==> src/sfpg_pkg.sv <==
// shared types and constants for the starfield pixel generator
package sfpg_pkg;

    localparam int ROM_DEPTH   = 4096;
    localparam int ROM_AW      = 12;
    localparam int QUEUE_DEPTH = 4;

    localparam logic [9:0] STAR_COLOR_BASE = 10'h378;
    localparam logic [4:0] MATCH_FLIP      = 5'h1e;

    localparam logic [8:0] WIN_X_MIN = 9'd64;
    localparam logic [8:0] WIN_X_MAX = 9'd447;
    localparam logic [7:0] WIN_Y_MIN = 8'd16;
    localparam logic [7:0] WIN_Y_MAX = 8'd239;

    localparam int IN_DATA_W  = 40;
    localparam int OUT_DATA_W = 16;

    typedef enum logic [2:0] {
        MODE_PIXEL    = 3'd0,
        MODE_HSTEP    = 3'd1,
        MODE_VSTEP    = 3'd2,
        MODE_ENABLE   = 3'd3,
        MODE_ROM_LOAD = 3'd4
    } mode_t;

    // work handed from the front end to the back end
    typedef struct packed {
        logic       load;
        logic       vis_test;
        logic [4:0] key;
        logic [7:0] rom_data;
    } entry_t;

endpackage

==> src/sfpg_back.sv <==
// back end: data latch, star match and output register
module sfpg_back (
    input  logic                  clk,
    input  logic                  rst_n,
    input  logic                  head_valid,
    input  sfpg_pkg::entry_t      head_entry,
    output logic                  pop,
    output logic                  out_valid,
    input  logic                  out_ready,
    output logic                  star_visible,
    output logic [9:0]            color_index
);

    logic       out_valid_reg, out_valid_next;
    logic [7:0] latch_reg, latch_next;
    logic       vis_reg, vis_next;
    logic [9:0] color_reg, color_next;

    assign pop = head_valid && (!out_valid_reg || out_ready);

    always_comb
    begin
        out_valid_next = out_valid_reg;
        latch_next     = latch_reg;
        vis_next       = vis_reg;
        color_next     = color_reg;
        if (out_valid_reg && out_ready)
        begin
            out_valid_next = 1'b0;
        end
        if (pop)
        begin
            out_valid_next = 1'b1;
            latch_next     = head_entry.load ? head_entry.rom_data : latch_reg;
            vis_next       = head_entry.vis_test && (latch_next[4:0] == head_entry.key);
            color_next     = vis_next ? (sfpg_pkg::STAR_COLOR_BASE | {7'b0, latch_next[7:5]})
                                      : 10'd0;
        end
    end

    always_ff @(posedge clk or negedge rst_n)
    begin
        if (!rst_n)
        begin
            out_valid_reg <= 1'b0;
            latch_reg     <= '0;
        end
        else
        begin
            out_valid_reg <= out_valid_next;
            latch_reg     <= latch_next;
        end
    end

    always_ff @(posedge clk)
    begin
        vis_reg   <= vis_next;
        color_reg <= color_next;
    end

    assign out_valid    = out_valid_reg;
    assign star_visible = vis_reg;
    assign color_index  = color_reg;

    a_color_match: assert property (@(posedge clk) disable iff (!rst_n)
        out_valid_reg |-> (vis_reg == (color_reg != 10'd0)))
        else $error("color and visibility disagree");

endmodule

==> config.mk <==
export PLATFORM = sky130hd
export DESIGN_NAME = sfpg_back
export DESIGN_NICKNAME = d
export VERILOG_FILES = /design/src/sfpg_pkg.sv /design/src/sfpg_back.sv
export SDC_FILE = /design/constraint.sdc
export NUM_CORES = 1
export LEC_CHECK = 0
export ABC_AREA = 1
export BUFFER_PORTS_ARGS = -buffer_cell sky130_fd_sc_hd__buf_4
export CORE_MARGIN = 1.5
export CORE_UTILIZATION = 41
export CTS_CLUSTER_SIZE = 10
export DETAILED_ROUTE_END_ITERATION = 10
export PLACE_DENSITY = 0.75
export SETUP_SLACK_MARGIN = 0.4
export SYNTH_ARGS = -nofsm -noshare
export SYNTH_HDL_FRONTEND = slang
export SYNTH_SLANG_ARGS = --single-unit
==> constraint.sdc <==
create_clock -name clk -period 1.1 [get_ports clk]
set_clock_uncertainty 0.05 [all_clocks]
set_input_delay 0.11 -clock clk [delete_from_list [all_inputs] [get_ports clk]]
set_output_delay 0.11 -clock clk [all_outputs]
set_load 0.01 [all_outputs]
## Word-level counts from Yosys, hierarchy flattened

Index checks and enable logic that the tools add are counted.

| storage, ports and cells | value |
|---|---|
| bits in registers | 20 |
| bits of input ports | 19 |
| output and inout bits | 13 |
| logic and storage cells | 16 |

| cells by class | value |
|---|---|
| equal/unequal tests | 1 |
| muxes and demuxes | 4 |
| reductions and logical operators | 6 |

Operators by type and width:

| cell | number |
|---|---|
| 10-bit two-way mux | 1 |
| 8-bit two-way mux | 1 |
| 5-bit equality test | 1 |
| 1-bit logical AND | 3 |
| 1-bit two-way mux | 2 |
| 2-bit nonzero test | 1 |
| 1-bit zero test | 1 |
| 1-bit logical OR | 1 |

## Logic depth before layout (Yosys ltp)

| logic depth | value |
|---|---|
| word-level depth | 4 |
| mapped depth | 8 |

## Worst setup path before layout

Ideal clock, no wire load.

| path | value |
|---|---|
| path kind | reg-to-reg |
| from | register out_valid_reg, in the netlist out_valid |
| to | register latch_reg[0] |
| setup time | 138 ps |
| arrival time | 1,082 ps |
| data required time | 912 ps |
| path slack | -170 ps |
| stages on the path, launching flop included | 6 |
| path buffers | 0 |
| cell sequence | dfrtp_1 nand2_1 nand2_2 clkinv_1 nor2_1 a31oi_1 |

| on the way | value |
|---|---|
| longest elaborated chain between the ends | 3 |

RTL lines:

| what | line | source |
|---|---|---|
| start: declaration | sfpg_back.sv:14 | `logic out_valid_reg, out_valid_next;` |
| start signal: assignment | sfpg_back.sv:50 | `out_valid_reg <= out_valid_next;` |
| 1-bit zero test | sfpg_back.sv:19 | `assign pop = head_valid && (!out_valid_reg \|\| out_ready);` |
| 1-bit logical OR | sfpg_back.sv:19 |  |
| 1-bit logical AND | sfpg_back.sv:19 |  |
| via pop | sfpg_back.sv:7 | `output logic pop,` |
| end signal: assignment | sfpg_back.sv:51 | `latch_reg <= latch_next;` |
| end: declaration | sfpg_back.sv:15 | `logic [7:0] latch_reg, latch_next;` |

The timed path passes the listed nets, and every way through them passes these cells.
A chain may end at the register's enable or synchronous reset.

## Worst setup path in the final report

| path | value |
|---|---|
| from | register latch_reg[2] |
| to | register color_reg[1], in the netlist color_index[1] (data pin) |

| on the way | value |
|---|---|
| longest elaborated chain between the ends | 3 |

RTL lines:

| what | line | source |
|---|---|---|
| 8-bit two-way mux | sfpg_back.sv:34 | `latch_next = head_entry.load ? head_entry.rom_data : latch_reg;` |
| 5-bit equality test | sfpg_back.sv:35 | `vis_next = head_entry.vis_test && (latch_next[4:0] == head_entry.key);` |
| 1-bit logical AND | sfpg_back.sv:35 |  |
| end signal: assignment | sfpg_back.sv:58 | `color_reg <= color_next;` |
| end: declaration | sfpg_back.sv:17 | `logic [9:0] color_reg, color_next;` |

Every way passes these cells.

==> results.py <==
metrics = {
    "placement": {
        "gp_congestion": 0.766,
        "place_area_um2": 991,
        "post-dp-hpwl_mm": 1.15,
        "io_buffer_count": 30,
    },
    "die": {
        "io_pins": 32,
        "dieArea_mm2": 0.00213,
        "core_area_mm2": 0.00175,
        "initial_core_util": 0.437,
        "die_x_um": 46.1,
        "dieHeight_um": 46.1,
        "core.rowCount": 15,
    },
    "power": {
        "power.share.switching": 0.327,
        "sequentialPowerShare": 0.424,
        "irDropWorstVdd_uv": 859,
        "power.density_mw_per_mm2": 1140,
        "p_int_uw": 985,
        "power_leakage_nw": 0.663,
        "p_clk_frac": 0.216,
        "p_sw_uw": 479,
        "combPwrFrac": 0.360,
    },
    "critical_path": {
        "crit_chain": "inv_2 -> nand2_2 -> nand3_2 -> nand2_1 -> nor2_2 -> nand3_4 -> nor2_2",
        "worst_path_max_delay_cell": "dfrtp_1",
        "r2r_slack_ps": -130,
        "timing.rr.end": "color_index[1]",
        "critical-path-top-delay-family": "simple AND/OR/NAND/NOR gates",
        "crit_start": "latch_reg[2]",
        "critPathMaxStageDelay_ps": 400,
        "r2r_cells": 7,
        "worstPathArrival_ps": 1330,
        "crit_path_max_fanout": 4,
        "worstSetupPathType": "reg -> reg",
        "crit_top_cell": "nor2_2",
        "crit_end": "color_index[1]",
        "reg2reg_from": "latch_reg[2]",
        "cp-start-kind": "flip-flop",
        "path_buf_inv": 1,
        "cp.required_ps": 1200,
        "end_kind": "flip-flop",
        "cp.depth": 7,
    },
    "synthesis": {
        "synthDistinctLibCells": 17,
        "ys_top_cells_by_area": "dfrtp_1 (30%), edfxtp_1 (16%), nand2_1 (14%), buf_4 (6.9%), nand3_1 (5.9%)",
        "synth_edf_count": 4,
        "synth_common_cells": "nand2_1 (29), inv_1 (12), dfrtp_1 (9), nand3_1 (9), nor2_1 (8)",
        "syn_avg_cell_area_um2": 7.71,
        "yosys.area.top_type_share": 0.295,
        "synth_cells": 99,
        "async_flop_share": 0.692,
        "synth_area_leader_cell": "dfrtp_1",
        "synthesis.nets": 118,
        "syn-cell-area_um2": 763,
        "yosysWarnings": 0,
        "ys_seq_elements": 13,
        "seq_area_frac_synth": 0.452,
        "synth-main-ff-cell": "dfrtp_1",
        "yosysMostFrequentCell": "nand2_1",
    },
    "global_routing": {
        "grt_pass1_wl_mm": 2.87,
        "use_met3": 0.0235,
        "grt.busiest_layer": "met2",
        "grt_use_total": 0.188,
        "grt_max_degree": 11,
        "grt_use_met2": 0.331,
        "antenna_found_initial": 0,
        "grt_overflow": 0,
        "grtUsageMet1": 0.241,
        "first_global_vias": 671,
    },
    "clock_network": {
        "cts_tree": "built",
        "cts.path.max_buffers": 2,
        "clk_pin_slew_ps": 80,
        "root_buffer": "clkbuf_4",
        "clock_latency_ps": 290,
        "cts_buffers": 3,
        "clock-sinks": 13,
        "htree_levels": 1,
    },
    "run_status": {
        "violations": "negative setup slack",
        "status": "complete, but fails checks",
    },
    "detailed_routing": {
        "drc": 0,
        "wl_per_cell_um": 12.5,
        "vias_per_cell": 4.84,
        "vias": 804,
        "wirelength_mm": 2.08,
        "drtPass1Iterations": 4,
        "drtAntennaViolNets": 0,
        "drt_iter0_drc": 22,
    },
    "timing": {
        "drv_slew": 0,
        "fmax_ghz": 0.813,
        "layout_setup_ws_ps": -130,
        "hold_viol": 0,
        "period_minus_slack_ps": 1230,
        "fin_crit_sh": 1.12,
        "rsz0062_at_grt": "yes",
        "fin_hold_ws_ps": 44.2,
        "setup_violations": 19,
    },
    "min_path": {
        "hp-class": "in -> reg",
    },
    "cells_and_area": {
        "fin_nets": 161,
        "drive_above_1_share": 0.553,
        "largest_register_ffs": 8,
        "fin_area_mm2": 0.00129,
        "antenna_cells": 0,
        "syn2layout_area_growth_pct": 68.9,
    },
    "flow_run": {
        "cap_violations": 0,
    },
}
## logic make-up after synthesis
| family | Yosys count | share of synthesized area |
|---|---|---|
| DFF | 13 | 0.452 |
| muxes | 3 | 0.0393 |
| and+or+nand+nor | 52 | 0.295 |
| buffers and inverters | 22 | 0.152 |
| AOI/OAI and AO/OA | 8 | 0.0557 |
| other | 1 | 0.00491 |
## per-layer routing
metal	routed length, um	share of wire	up-vias
met2	1060	0.51	33
met5	0	0	-
li1	-	-	389
met1	882	0.42	375
met4	44	0.021	0
met3	93	0.045	7
## final cells by class
| cell class | instances | area [um^2] |
|---|---|---|
| inverters | 14 | 65.1 |
| fillers | 120 | 457 |
| repair buffers | 46 | 439 |
| well taps | 25 | 31.3 |
| flip-flops and latches | 13 | 345 |
| clock buffers | 4 | 26.3 |
| multi-input cells | 64 | 382 |
## repair_timing
item	in CTS	in global routing
gates cloned	2	0
gates resized for setup	25	25
hold buffers	1	0
endpoints found under the setup margin	29	29
buffers inserted	6	4
endpoints found under the hold margin	9	0
pin swaps	5	10
## power groups by stage
stage	Sequential [mW]	Clock [mW]	Combinational [mW]
global route	0.628	0.339	0.571
finish	0.621	0.316	0.527
global placement	0.610	0	0.324
detailed placement	0.611	0	0.334
floorplan	0.615	0	0.209
CTS	0.606	0.310	0.431
## layout by cell type, fill, tap and decap left out, drive strengths merged
cell | synthesis | routed
a31oi | 2 | 2
clkbuf | 0 | 4
inv | 13 | 13
edfxtp | 4 | 4
nand3 | 10 | 10
clkinv | 1 | 1
nand2 | 33 | 33
nor2 | 9 | 9
mux2i | 3 | 3
buf | 8 | 45
dlygate4sd3 | 0 | 1
o21ai | 6 | 6
conb | 1 | 1
dfrtp | 9 | 9
## metrics by stage
stage | instances | setup TNS, ps | utilization | worst slack, ps | total power [mW]
finish | 166 | -1400 | 0.738 | -130 | 1.46
global route | 166 | -2240 | 0.738 | -174 | 1.54
CTS | 162 | -1090 | 0.677 | -116 | 1.35
detailed placement | 149 | -237 | 0.568 | -77.3 | 0.945
global placement | 149 | -158 | 0.568 | -44.5 | 0.934
floorplan | 99 | 0 | - | 58.3 | 0.824
## worst min-delay path, stage by stage
cell and delay, ps:
buf_4 110, nand2_2 60, a31oi_1 70
## worst min path at each step
stage	startpoint	endpoint	slack, ps	cells after the start
finish	head_entry[0]	latch_reg[0]	40	3
CTS	head_entry[0]	latch_reg[0]	50	3
global route	head_entry[0]	latch_reg[0]	70	3
global placement	rst_n	latch_reg[3]	-110	1
detailed placement	rst_n	latch_reg[3]	-110	1
floorplan	rst_n	latch_reg[0]	-240	0
Note: power is estimated with default switching activity, not from simulation.
