--- config.mk ---
export PLATFORM = sky130hd
export DESIGN_NAME = sfpg_queue
export DESIGN_NICKNAME = d
export VERILOG_FILES = /design/src/sfpg_pkg.sv /design/src/sfpg_queue.sv
export SDC_FILE = /design/constraint.sdc
export NUM_CORES = 1
export LEC_CHECK = 0
export BUFFER_PORTS_ARGS = -buffer_cell sky130_fd_sc_hd__buf_2
export CORE_UTILIZATION = 50
export CTS_CLUSTER_DIAMETER = 200
export DETAILED_ROUTE_END_ITERATION = 7
export GPL_ROUTABILITY_DRIVEN = 0
export GPL_TIMING_DRIVEN = 0
export HOLD_SLACK_MARGIN = 0.15
export PLACE_DENSITY = 0.69
export SLEW_MARGIN = 5
export SYNTH_ARGS = -nofsm -noshare
export SYNTH_HDL_FRONTEND = slang
export SYNTH_SLANG_ARGS = --single-unit
--- constraint.sdc ---
create_clock -name clk -period 2 [get_ports clk]
set_clock_uncertainty 0.15 [all_clocks]
set_input_delay 0.1 -clock clk [delete_from_list [all_inputs] [get_ports clk]]
set_output_delay 0.1 -clock clk [all_outputs]
set_load 0.02 [all_outputs]
--- src/sfpg_pkg.sv ---
// shared types and constants for the starfield pixel generator
package sfpg_pkg;

    localparam int ROM_DEPTH   = 4096;
    localparam int ROM_AW      = 12;
    localparam int QUEUE_DEPTH = 4;

    localparam logic [9:0] STAR_COLOR_BASE = 10'h378;
    localparam logic [4:0] MATCH_FLIP      = 5'h1e;

    localparam logic [8:0] WIN_X_MIN = 9'd64;
    localparam logic [8:0] WIN_X_MAX = 9'd447;
    localparam logic [7:0] WIN_Y_MIN = 8'd16;
    localparam logic [7:0] WIN_Y_MAX = 8'd239;

    localparam int IN_DATA_W  = 40;
    localparam int OUT_DATA_W = 16;

    typedef enum logic [2:0] {
        MODE_PIXEL    = 3'd0,
        MODE_HSTEP    = 3'd1,
        MODE_VSTEP    = 3'd2,
        MODE_ENABLE   = 3'd3,
        MODE_ROM_LOAD = 3'd4
    } mode_t;

    // work handed from the front end to the back end
    typedef struct packed {
        logic       load;
        logic       vis_test;
        logic [4:0] key;
        logic [7:0] rom_data;
    } entry_t;

endpackage

--- src/sfpg_queue.sv ---
// short queue between the front end and the back end
module sfpg_queue #(
    parameter int QUEUE_DEPTH = sfpg_pkg::QUEUE_DEPTH,
    parameter int LEVEL_W     = $clog2(QUEUE_DEPTH + 1)
) (
    input  logic                  clk,
    input  logic                  rst_n,
    input  logic                  push,
    input  sfpg_pkg::entry_t      push_entry,
    input  logic                  pop,
    output logic                  head_valid,
    output sfpg_pkg::entry_t      head_entry,
    output logic [LEVEL_W-1:0]    level
);

    localparam int PTR_W = (QUEUE_DEPTH > 1) ? $clog2(QUEUE_DEPTH) : 1;

    sfpg_pkg::entry_t    slot_reg [QUEUE_DEPTH];
    logic [PTR_W-1:0]    wr_ptr_reg, wr_ptr_next;
    logic [PTR_W-1:0]    rd_ptr_reg, rd_ptr_next;
    logic [LEVEL_W-1:0]  level_reg, level_next;

    always_comb
    begin
        wr_ptr_next = wr_ptr_reg;
        rd_ptr_next = rd_ptr_reg;
        level_next  = level_reg;
        if (push)
        begin
            wr_ptr_next = (wr_ptr_reg == PTR_W'(QUEUE_DEPTH - 1)) ? '0 : wr_ptr_reg + 1'b1;
        end
        if (pop)
        begin
            rd_ptr_next = (rd_ptr_reg == PTR_W'(QUEUE_DEPTH - 1)) ? '0 : rd_ptr_reg + 1'b1;
        end
        if (push && !pop)
        begin
            level_next = level_reg + 1'b1;
        end
        else if (pop && !push)
        begin
            level_next = level_reg - 1'b1;
        end
    end

    always_ff @(posedge clk or negedge rst_n)
    begin
        if (!rst_n)
        begin
            wr_ptr_reg <= '0;
            rd_ptr_reg <= '0;
            level_reg  <= '0;
        end
        else
        begin
            wr_ptr_reg <= wr_ptr_next;
            rd_ptr_reg <= rd_ptr_next;
            level_reg  <= level_next;
        end
    end

    always_ff @(posedge clk)
    begin
        if (push)
        begin
            slot_reg[wr_ptr_reg] <= push_entry;
        end
    end

    assign head_valid = (level_reg != '0);
    assign head_entry = slot_reg[rd_ptr_reg];
    assign level      = level_reg;

    a_level_bound: assert property (@(posedge clk) disable iff (!rst_n)
        level_reg <= LEVEL_W'(QUEUE_DEPTH))
        else $error("queue level above depth");

    a_no_overflow: assert property (@(posedge clk) disable iff (!rst_n)
        (push && !pop) |-> (level_reg < LEVEL_W'(QUEUE_DEPTH)))
        else $error("push into full queue");

    a_no_underflow: assert property (@(posedge clk) disable iff (!rst_n)
        pop |-> (level_reg != '0))
        else $error("pop from empty queue");

endmodule

# ---- Word-level counts from Yosys, hierarchy flattened
# Memory sizes are Yosys's and may differ from the RTL's.
# Cells that the tools add are included.
dict set report word_totals {
  mem_count 1
  word_cells 22
  reg_bits 7
  mem_bits_rw 60
  output_inout_bits 19
  input_bits 19
}
dict set report classes {
  add_sub_neg 4
  eq_ne 2
  reduce_logical 6
  muxes 6
}
# name words width rd rd_clocked_by_memory_dff write_ports line_no
set memory_table {}
lappend memory_table {slot_reg 4 15 1 0 1 sfpg_queue.sv:18} ;# sfpg_pkg::entry_t slot_reg [QUEUE_DEPTH];
# operator count
set ops {}
lappend ops {{3-bit 2-to-1 mux} 2}
lappend ops {{2-bit by 1-bit adder with 2-bit output, second input constant} 2}
lappend ops {{2-bit == test, second input constant} 2}
lappend ops {{2-bit 2-to-1 mux} 2}
lappend ops {{3-bit by 1-bit adder with 3-bit output, second input constant} 1}
lappend ops {{3-bit nonzero test} 1}
lappend ops {{3-bit by 1-bit subtractor with 3-bit output, second input constant} 1}
lappend ops {{1-bit logical AND} 2}
lappend ops {{1-bit zero test} 2}
lappend ops {{1-bit 2-to-1 mux} 2}
lappend ops {{2-bit nonzero test} 1}

# ---- Longest topological paths before layout
# Gate-level depths: netlist of the first run.
dict set report depth {
  ltp_word 4
  mapped_depth 7
}

# ---- Least setup slack after synthesis of the first run
# Ideal clock, no wire load.
dict set report synth_timing {
  kind {register to register}
  startpoint {reg wr_ptr_reg[0]}
  endpoint {mem slot_reg[2][0] in the netlist's numbering, enable pin}
  path_slack_ns 0.451
  path_stages_with_launch 4
  t_arrival_ns 1.027
  path_cell_list {dfrtp_1 inv_1 ha_1 and2_1}
}
# item line_no
set synth_rtl {}
lappend synth_rtl {{from (decl)} sfpg_queue.sv:19} ;# logic [PTR_W-1:0] wr_ptr_reg, wr_ptr_next;
lappend synth_rtl {{from (signal assigned)} sfpg_queue.sv:56} ;# wr_ptr_reg <= wr_ptr_next;
lappend synth_rtl {{to (decl)} sfpg_queue.sv:18}
# Straight into the memory's write port.

==> results of run 1 <==
[where the power goes]
part           internal (mW)  switching, mW
combinational          0.734          0.852
clock                  0.813          0.468
sequential              1.82          0.102
total                   3.37           1.42
[logic make-up (layout without fill, tap and decap cells)]
family | after synthesis | count (layout)
AO/OA/AOI/OAI | 2 | 2
XOR/XNOR | 3 | 3
adder cells (fa/ha/maj) | 7 | 7
buffers and inverters | 8 | 85
flip-flops | 67 | 67
multiplexers | 18 | 18
AND/OR/NAND/NOR | 10 | 10
[worst max-delay path, cell delays in order, from the launching register on]
cell and delay, ns:
dfrtp_1 0.37, buf_6 0.15, buf_4 0.13, mux4_1 0.54, buf_2 0.18
[per-stage QoR]
stage	util (%)	hold slack (ns)	power (mW)	cell area, um^2
3_3_place_gp	59.1	-0.212	3.38	2880
4_1_cts	67.7	0.343	4.78	3300
5_1_grt	68.5	0.370	5.04	3340
2_1_floorplan	-	-0.346	3.00	2610
3_5_place_dp	59.1	-0.208	3.46	2880
6_report	68.5	0.345	4.79	3340
[layout make-up]
type                       instances  area [um^2]  area share [%]
sequential                        67         1980            59.1
inverter                           4         15.0           0.449
multi-input combinational         40          581            17.4
clock buffer                       9          124            3.71
buffer                             4         43.8            1.31
tap                               67         83.8            2.51
timing repair buffer              61          413            12.4
clock inverter                     7          106            3.18
[worst paths after layout]
path,end,from,depth (start not counted)
max in group asynchronous,level[0]$_DFFE_PN0P_,rst_n,3
worst min register to register,level[2]$_DFFE_PN0P_,level[2]$_DFFE_PN0P_,1
worst max-delay path,head_entry[0],rd_ptr_reg[0]$_DFFE_PN0P_,4
worst max register to register,slot_reg[2][13]$_DFFE_PP_,wr_ptr_reg[0]$_DFFE_PN0P_,3
min in group asynchronous,rd_ptr_reg[1]$_DFFE_PN0P_,rst_n,3
worst min-delay path,level[2]$_DFFE_PN0P_,level[2]$_DFFE_PN0P_,1
[cell usage in the layout (no fill, tap or decap), drive strengths merged]
master	instances
o21ai	2
and2	4
nor2	3
dlygate4sd3	19
bufinv	3
xnor2	1
nand2	2
dfrtp	7
mux4	15
clkbuf	9
ha	6
edfxtp	60
mux2	3
buf	46
xor2	2
inv	4
or3	1
clkinv	4
fa	1
[metal layers]
layer  vias to the layer above  GRT usage [%]
li1                        610              -
met4                         0           10.3
met1                       659           21.2
met3                        10           4.47
met5                         -              0
met2                        28           30.0
[synthesized netlist by cell type]
cell type	number	area (um^2)
edfxtp_1	60	1800
mux4_2	8	180
dfrtp_1	7	175
mux4_1	7	184
ha_1	6	75.1
and2_1	4	25.0
inv_1	4	15.0
mux2_2	3	33.8
nor2_1	3	11.3
buf_2	2	10.0
nand2_1	2	7.51
o21ai_0	2	10.0
xor2_1	2	17.5
buf_12	1	20.0
buf_6	1	11.3
fa_1	1	20.0
or3_1	1	6.26
xnor2_1	1	8.76
[timing repair]
item | in CTS | in global routing
gates resized for setup | 1 | 1
gates cloned | 0 | 0
setup endpoints to repair | 2 | 22
hold endpoints to repair | 72 | 0
hold buffers | 19 | 0
buffers inserted | 0 | 5
==> flow_summary.json, run 1 <==
{
  "status": "complete, no violations",
  "finalHoldViolations": 0,
  "grt_use_total_pct": 17.9,
  "die_w_um": 74.3,
  "synth_simple_gate_area_share_pct": 1.92,
  "portBuffers": 37,
  "core_area_um2": 4880,
  "critPathArrivalTime_ns": 1.69,
  "critical_path.max_fanout": 7,
  "grt_pass1_wl_mm": 6.67,
  "wl_mm": 4.27,
  "clkTransAtPathRegs_ns": 0.07,
  "yosysSeqAreaShare_pct": 75.7,
  "ys_seq_elements": 67,
  "synthAdderAreaFrac_pct": 3.64,
  "p_per_area_nw_per_um2": 1430,
  "hpwl_mm": 2.73,
  "root_buffer": "clkbuf_8",
  "p_leak_nw": 1.27,
  "slew_headroom_pct": 46.9,
  "syn_area_um2": 2610,
  "crit_path_end_kind": "primary output",
  "rows": 25,
  "cts_sinks": 67,
  "min_path_type": "register to register",
  "ys_warn_count": 0,
  "antenna_found_initial": 0,
  "ff2ff_setup_slack_ns": 0.15,
  "fp.dieH_um": 74.3,
  "insertion_delay_ns": 0.32,
  "postSynthCellCount": 115,
  "synth-xor-area-share_pct": 1.01,
  "synth_top_family_by_area": "multiplexers",
  "synth-compound-area-share_pct": 0.383,
  "wl_met2_mm": 2.35,
  "crit_type": "register to primary output",
  "timing.final.ws_setup_ns": 0.0560,
  "wire_per_inst_um": 16.5,
  "fillers": 347,
  "grt_max_degree": 16,
  "cts_tree": "done",
  "n_antenna_cell": 0,
  "ios": 38,
  "fin_cells": 259,
  "period_share_pct": 97.2,
  "avgViaCountPerCell": 5.05,
  "drive_above_1_share_pct": 37.0,
  "synthMuxAreaShare_pct": 15.2,
  "synth_nets": 141,
  "finalNetCount": 213,
  "dp_cells": 219,
  "ir_drop_mv": 0.877,
  "clock_path_buffers": 2,
  "drt-initial-drc-count": 74,
  "setup_violations": 0,
  "cap_violations": 0,
  "globalRouteOverflowTotal": 0,
  "cp.required_ns": 1.75,
  "top_layer_used": "met4",
  "fmaxAchievable_ghz": 0.514,
  "synthToLayoutAreaGrowth_pct": 28.0,
  "drc": 0,
  "startpoint_type": "register",
  "fin_setup_tns_ns": 0,
  "dp_slack_ns": 0.0611,
  "route.vias.total": 1307,
  "dr.pass1.iters": 4,
  "initial_core_util_pct": 53.5,
  "synth.distinct_cells": 18,
  "avgSynthCellArea_um2": 22.7,
  "wl_met1_mm": 1.70,
  "drtAntennaViolNets": 0,
  "dieArea_um2": 5520,
  "tightest_slew_ns": 0.796,
  "finalMaxSlewViolations": 0,
  "cts_buffers": 9,
  "largest_reg_flops": 60,
  "min_period_ns": 1.94,
  "grt_pass1_vias": 1370,
  "met3WireLength_um": 118,
  "cts.htree.levels": 3
}
No activity file was read; power rests on OpenSTA's default activity.
==> run 2, diff against run 1 <==
- RECOVER_POWER: unset -> 100
==> flow_summary.json, run 2 (synthesis results as in run 1) <==
{
  "crit_start": "rd_ptr_reg[0]$_DFFE_PN0P_",
  "reg2reg_from": "wr_ptr_reg[0]$_DFFE_PN0P_",
  "dieArea_um2": 5520,
  "dr.pass1.iters": 4,
  "cts_buffers": 9,
  "crit_type": "register to primary output",
  "r2r_cells": 3,
  "root_buffer": "clkbuf_8",
  "cp.required_ns": 1.75,
  "critPathMaxStageDelay_ns": 0.54,
  "critPathArrivalTime_ns": 1.70,
  "status": "complete, no violations",
  "largest_reg_flops": 60,
  "antenna_found_initial": 0,
  "min_path_type": "register to register",
  "p_int_mw": 3.36,
  "min_period_ns": 1.95,
  "hpwl_mm": 2.73,
  "startpoint_type": "register",
  "timing.final.ws_setup_ns": 0.0547,
  "clkPwrFrac_pct": 26.8,
  "cp_slowest_cell": "mux4_1",
  "p_per_area_nw_per_um2": 1440,
  "route.vias.total": 1301,
  "wire_per_inst_um": 16.5,
  "fp.dieH_um": 74.3,
  "grt_use_total_pct": 17.9,
  "fillers": 362,
  "crit_path_end_kind": "primary output",
  "utilization_pct": 68.1,
  "hold_path_depth": 1,
  "portBuffers": 37,
  "critical_path.max_fanout": 7,
  "synthToLayoutAreaGrowth_pct": 27.1,
  "rows": 25,
  "cts.htree.levels": 3,
  "place_area_um2": 2880,
  "layout_common_cells": "edfxtp_1 (60), buf_2 (20), dlygate4sd3_1 (19), clkbuf_1 (18), clkbuf_8 (9)",
  "drive_above_1_share_pct": 27.6,
  "clock_path_buffers": 2,
  "drt-initial-drc-count": 56,
  "grt_pass1_wl_mm": 6.67,
  "drtAntennaViolNets": 0,
  "finalHoldViolations": 0,
  "cts_tree": "done",
  "p_leak_nw": 1.22,
  "cts_sinks": 67,
  "drc": 0,
  "tightest_slew_ns": 0.797,
  "holdPathEnd": "level[2]$_DFFE_PN0P_",
  "reg2reg_to": "slot_reg[2][13]$_DFFE_PP_",
  "fin_setup_tns_ns": 0,
  "cap_violations": 0,
  "p_total_mw": 4.78,
  "avgViaCountPerCell": 5.02,
  "wl_mm": 4.27,
  "globalRouteOverflowTotal": 0,
  "hold_start": "level[2]$_DFFE_PN0P_",
  "dp_slack_ns": 0.0611,
  "die_w_um": 74.3,
  "insertion_delay_ns": 0.32,
  "layout_commonest_cell": "edfxtp_1",
  "ff2ff_setup_slack_ns": 0.15,
  "n_antenna_cell": 0,
  "power_frac_seq_pct": 40.3,
  "ir_drop_mv": 0.857,
  "finalNetCount": 213,
  "ios": 38,
  "comb_power_share_pct": 32.9,
  "grt_max_degree": 16,
  "slew_headroom_pct": 46.9,
  "core_area_um2": 4880,
  "clkTransAtPathRegs_ns": 0.07,
  "switching_share_pct": 29.8,
  "setup_violations": 0,
  "path_cells": "buf_6 -> buf_4 -> mux4_1 -> buf_2",
  "postLayoutCellArea_um2": 3320,
  "switching_power_mw": 1.42,
  "fmaxAchievable_ghz": 0.514,
  "initial_core_util_pct": 53.5,
  "period_share_pct": 97.3,
  "finalMaxSlewViolations": 0,
  "grt_pass1_vias": 1370
}
==> run 2: area by class of cell <==
cell class	instances	area (um^2)	share of cell area, %
Sequential cell	67	1980	59.5
Multi-Input combinational cell	40	581	17.5
Timing Repair Buffer	61	390	11.8
Clock buffer	9	124	3.73
Clock inverter	7	106	3.20
Tap cell	67	83.8	2.52
Buffer	4	43.8	1.32
Inverter	4	15.0	0.452
==> run 2: worst max path at each step <==
stage	endpoint	slack, ns	cells after the start
6_report	head_entry[0]	0.05	4
3_5_place_dp	slot_reg[0][8]$_DFFE_PP_	0.06	3
5_1_grt	head_entry[10]	-0.0001	4
2_1_floorplan	slot_reg[2][0]$_DFFE_PP_	0.45	3
3_3_place_gp	slot_reg[0][13]$_DFFE_PP_	0.16	3
4_1_cts	head_entry[10]	0.005	4
==> run 2: repair_timing <==
action                     in CTS  in global routing
hold buffers                   19                  0
hold endpoints to repair       72                  0
pin swaps                       0                  0
setup buffers                   0                  5
setup endpoints to repair       2                 22
resized for setup               1                  1
==> run 2: routing by layer <==
| layer | track usage, % | routed length [um] | vias to the layer above |
|---|---|---|---|
| met5 | 0 | 0 | - |
| met3 | 4.47 | 124 | 9 |
| met4 | 10.3 | 84 | 0 |
| met2 | 30.0 | 2350 | 27 |
| met1 | 21.2 | 1710 | 658 |
| li1 | - | - | 607 |
==> run 2: power by group through the flow <==
stage	combinational (mW)	clock [mW]	sequential (mW)
2_1_floorplan	1.03	0	1.96
3_3_place_gp	1.45	0	1.93
3_5_place_dp	1.51	0	1.96
4_1_cts	1.54	1.31	1.93
5_1_grt	1.71	1.36	1.96
6_report	1.57	1.28	1.92
==> run 2: worst max-delay path: cells and delay by family (launching register included) <==
family / cells / cell delay [ns]
buf+inv: 3 / 0.46
mux: 1 / 0.54
flops: 1 / 0.37
==> run 2: through the flow <==
step	hold slack [ns]	instances
6_report	0.347	259
5_1_grt	0.378	259
4_1_cts	0.343	254
3_5_place_dp	-0.208	219
3_3_place_gp	-0.212	219
2_1_floorplan	-0.346	115
==> run 3, diff against run 2 <==
- CELL_PAD_IN_SITES_DETAIL_PLACEMENT: unset -> 1
- CELL_PAD_IN_SITES_GLOBAL_PLACEMENT: unset -> 1
- CORE_UTILIZATION: 50 -> 48
- PLACE_DENSITY: 0.69 -> 0.75
==> flow_summary.json, run 3 (synthesis results as in run 1) <==
{
  "core_area_um2": 5170,
  "layout_commonest_cell": "edfxtp_1",
  "cap_violations": 0,
  "status": "complete, no violations",
  "hpwl_mm": 2.99,
  "finalMaxSlewViolations": 0,
  "fillers": 447,
  "finalNetCount": 212,
  "ir_drop_mv": 0.699,
  "grt_pass1_wl_mm": 7.33,
  "critical_path.max_fanout": 9,
  "die_w_um": 75.8,
  "drive_above_1_share_pct": 28.3,
  "cts_buffers": 9,
  "rows": 26,
  "cp.required_ns": 1.75,
  "startpoint_type": "register",
  "largest_reg_flops": 60,
  "antenna_found_initial": 0,
  "layout_common_cells": "edfxtp_1 (60), clkbuf_1 (19), dlygate4sd3_1 (19), buf_2 (16), mux4_2 (10)",
  "clkTransAtPathRegs_ns": 0.07,
  "root_buffer": "clkbuf_8",
  "avgViaCountPerCell": 5.14,
  "place_area_um2": 2890,
  "cts_tree": "done",
  "timing.final.ws_setup_ns": 0.0501,
  "p_per_area_nw_per_um2": 1470,
  "cts.htree.levels": 3,
  "portBuffers": 37,
  "period_share_pct": 97.5,
  "route.vias.total": 1342,
  "clock_path_buffers": 2,
  "tightest_slew_ns": 0.818,
  "postLayoutCellArea_um2": 3340,
  "grt_pass1_vias": 1422,
  "wire_per_inst_um": 18.8,
  "fp.dieH_um": 75.8,
  "globalRouteOverflowTotal": 0,
  "fmaxAchievable_ghz": 0.513,
  "dr.pass1.iters": 4,
  "slew_headroom_pct": 45.5,
  "wl_mm": 4.90,
  "min_path_type": "register to register",
  "setup_violations": 0,
  "p_total_mw": 4.91,
  "n_antenna_cell": 0,
  "drc": 0,
  "synthToLayoutAreaGrowth_pct": 27.8,
  "grt_setup_unrepaired": "true",
  "finalHoldViolations": 0,
  "dieArea_um2": 5740,
  "grt_use_total_pct": 19.8,
  "insertion_delay_ns": 0.33,
  "utilization_pct": 64.6,
  "cts_sinks": 67,
  "p_leak_nw": 1.21,
  "crit_type": "register to primary output",
  "initial_core_util_pct": 50.5,
  "critPathArrivalTime_ns": 1.70,
  "crit_path_end_kind": "primary output",
  "drtAntennaViolNets": 0,
  "dp_slack_ns": 0.0814,
  "grt_max_degree": 16,
  "min_period_ns": 1.95,
  "drt-initial-drc-count": 34,
  "ios": 38
}
-- run 3: cell types whose count changed in the layout (fill, tap and decap cells not counted) --
cell / previous run / this run
and2_1: 3 / 4
and2_2: 1 / 0
buf_12: 1 / 2
buf_2: 20 / 16
buf_6: 1 / 3
clkbuf_1: 18 / 19
clkinv_1: 3 / 1
clkinv_2: 1 / 2
mux4_1: 7 / 5
mux4_2: 8 / 10
-- run 3: area by class of cell --
cell class / count / area, um^2 / area share [%]
well taps: 70 / 87.6 / 2.62
clock buffers: 10 / 128 / 3.82
plain buffers: 4 / 43.8 / 1.31
clock inverters: 6 / 104 / 3.11
multi-input cells: 40 / 572 / 17.1
flip-flops and latches: 67 / 1980 / 59.2
inverters: 4 / 15.0 / 0.450
repair buffers: 60 / 413 / 12.4
-- run 3: timing repair --
action / 4_1_cts / 5_1_grt
resized for setup: 1 / 8
buffers inserted: 2 / 2
hold buffers: 19 / 0
endpoints found under the setup margin: 5 / 11
hold endpoints to repair: 72 / 0
-- run 3: final timing paths --
path | start | to | slack, ns | depth (start not counted)
min reg2reg | level[2]$_DFFE_PN0P_ | level[2]$_DFFE_PN0P_ | 0.35 | 1
min in group asynchronous | rst_n | wr_ptr_reg[1]$_DFFE_PN0P_ | 0.59 | 3
max | rd_ptr_reg[0]$_DFFE_PN0P_ | head_entry[7] | 0.05 | 4
max reg2reg | wr_ptr_reg[0]$_DFFE_PN0P_ | slot_reg[0][5]$_DFFE_PP_ | 0.12 | 3
max in group asynchronous | rst_n | level[2]$_DFFE_PN0P_ | 0.86 | 3
min | level[2]$_DFFE_PN0P_ | level[2]$_DFFE_PN0P_ | 0.35 | 1
-- run 3: routing by layer --
layer	wire length [um]	global-route usage [%]
met5	0	0
met3	146	4.76
met2	2650	33.1
met4	125	13.0
met1	1980	22.9
-- run 3: through the flow --
step | setup TNS (ns) | hold WS (ns) | std cells
2_1_floorplan | 0 | -0.346 | 115
3_3_place_gp | 0 | -0.213 | 222
3_5_place_dp | 0 | -0.204 | 222
4_1_cts | 0 | 0.347 | 259
5_1_grt | -0.0270 | 0.399 | 261
6_report | 0 | 0.347 | 261
-- run 3: worst max-delay path: stages, from the launching register on --
cell and delay (ns):
dfrtp_1 0.36, buf_6 0.16, buf_12 0.15, mux4_2 0.52, buf_2 0.18
-- run 3: report_power, final --
group	internal, mW	switching, mW	total [mW]
combinational	0.786	0.882	1.67
sequential	1.82	0.111	1.93
clock	0.820	0.488	1.31
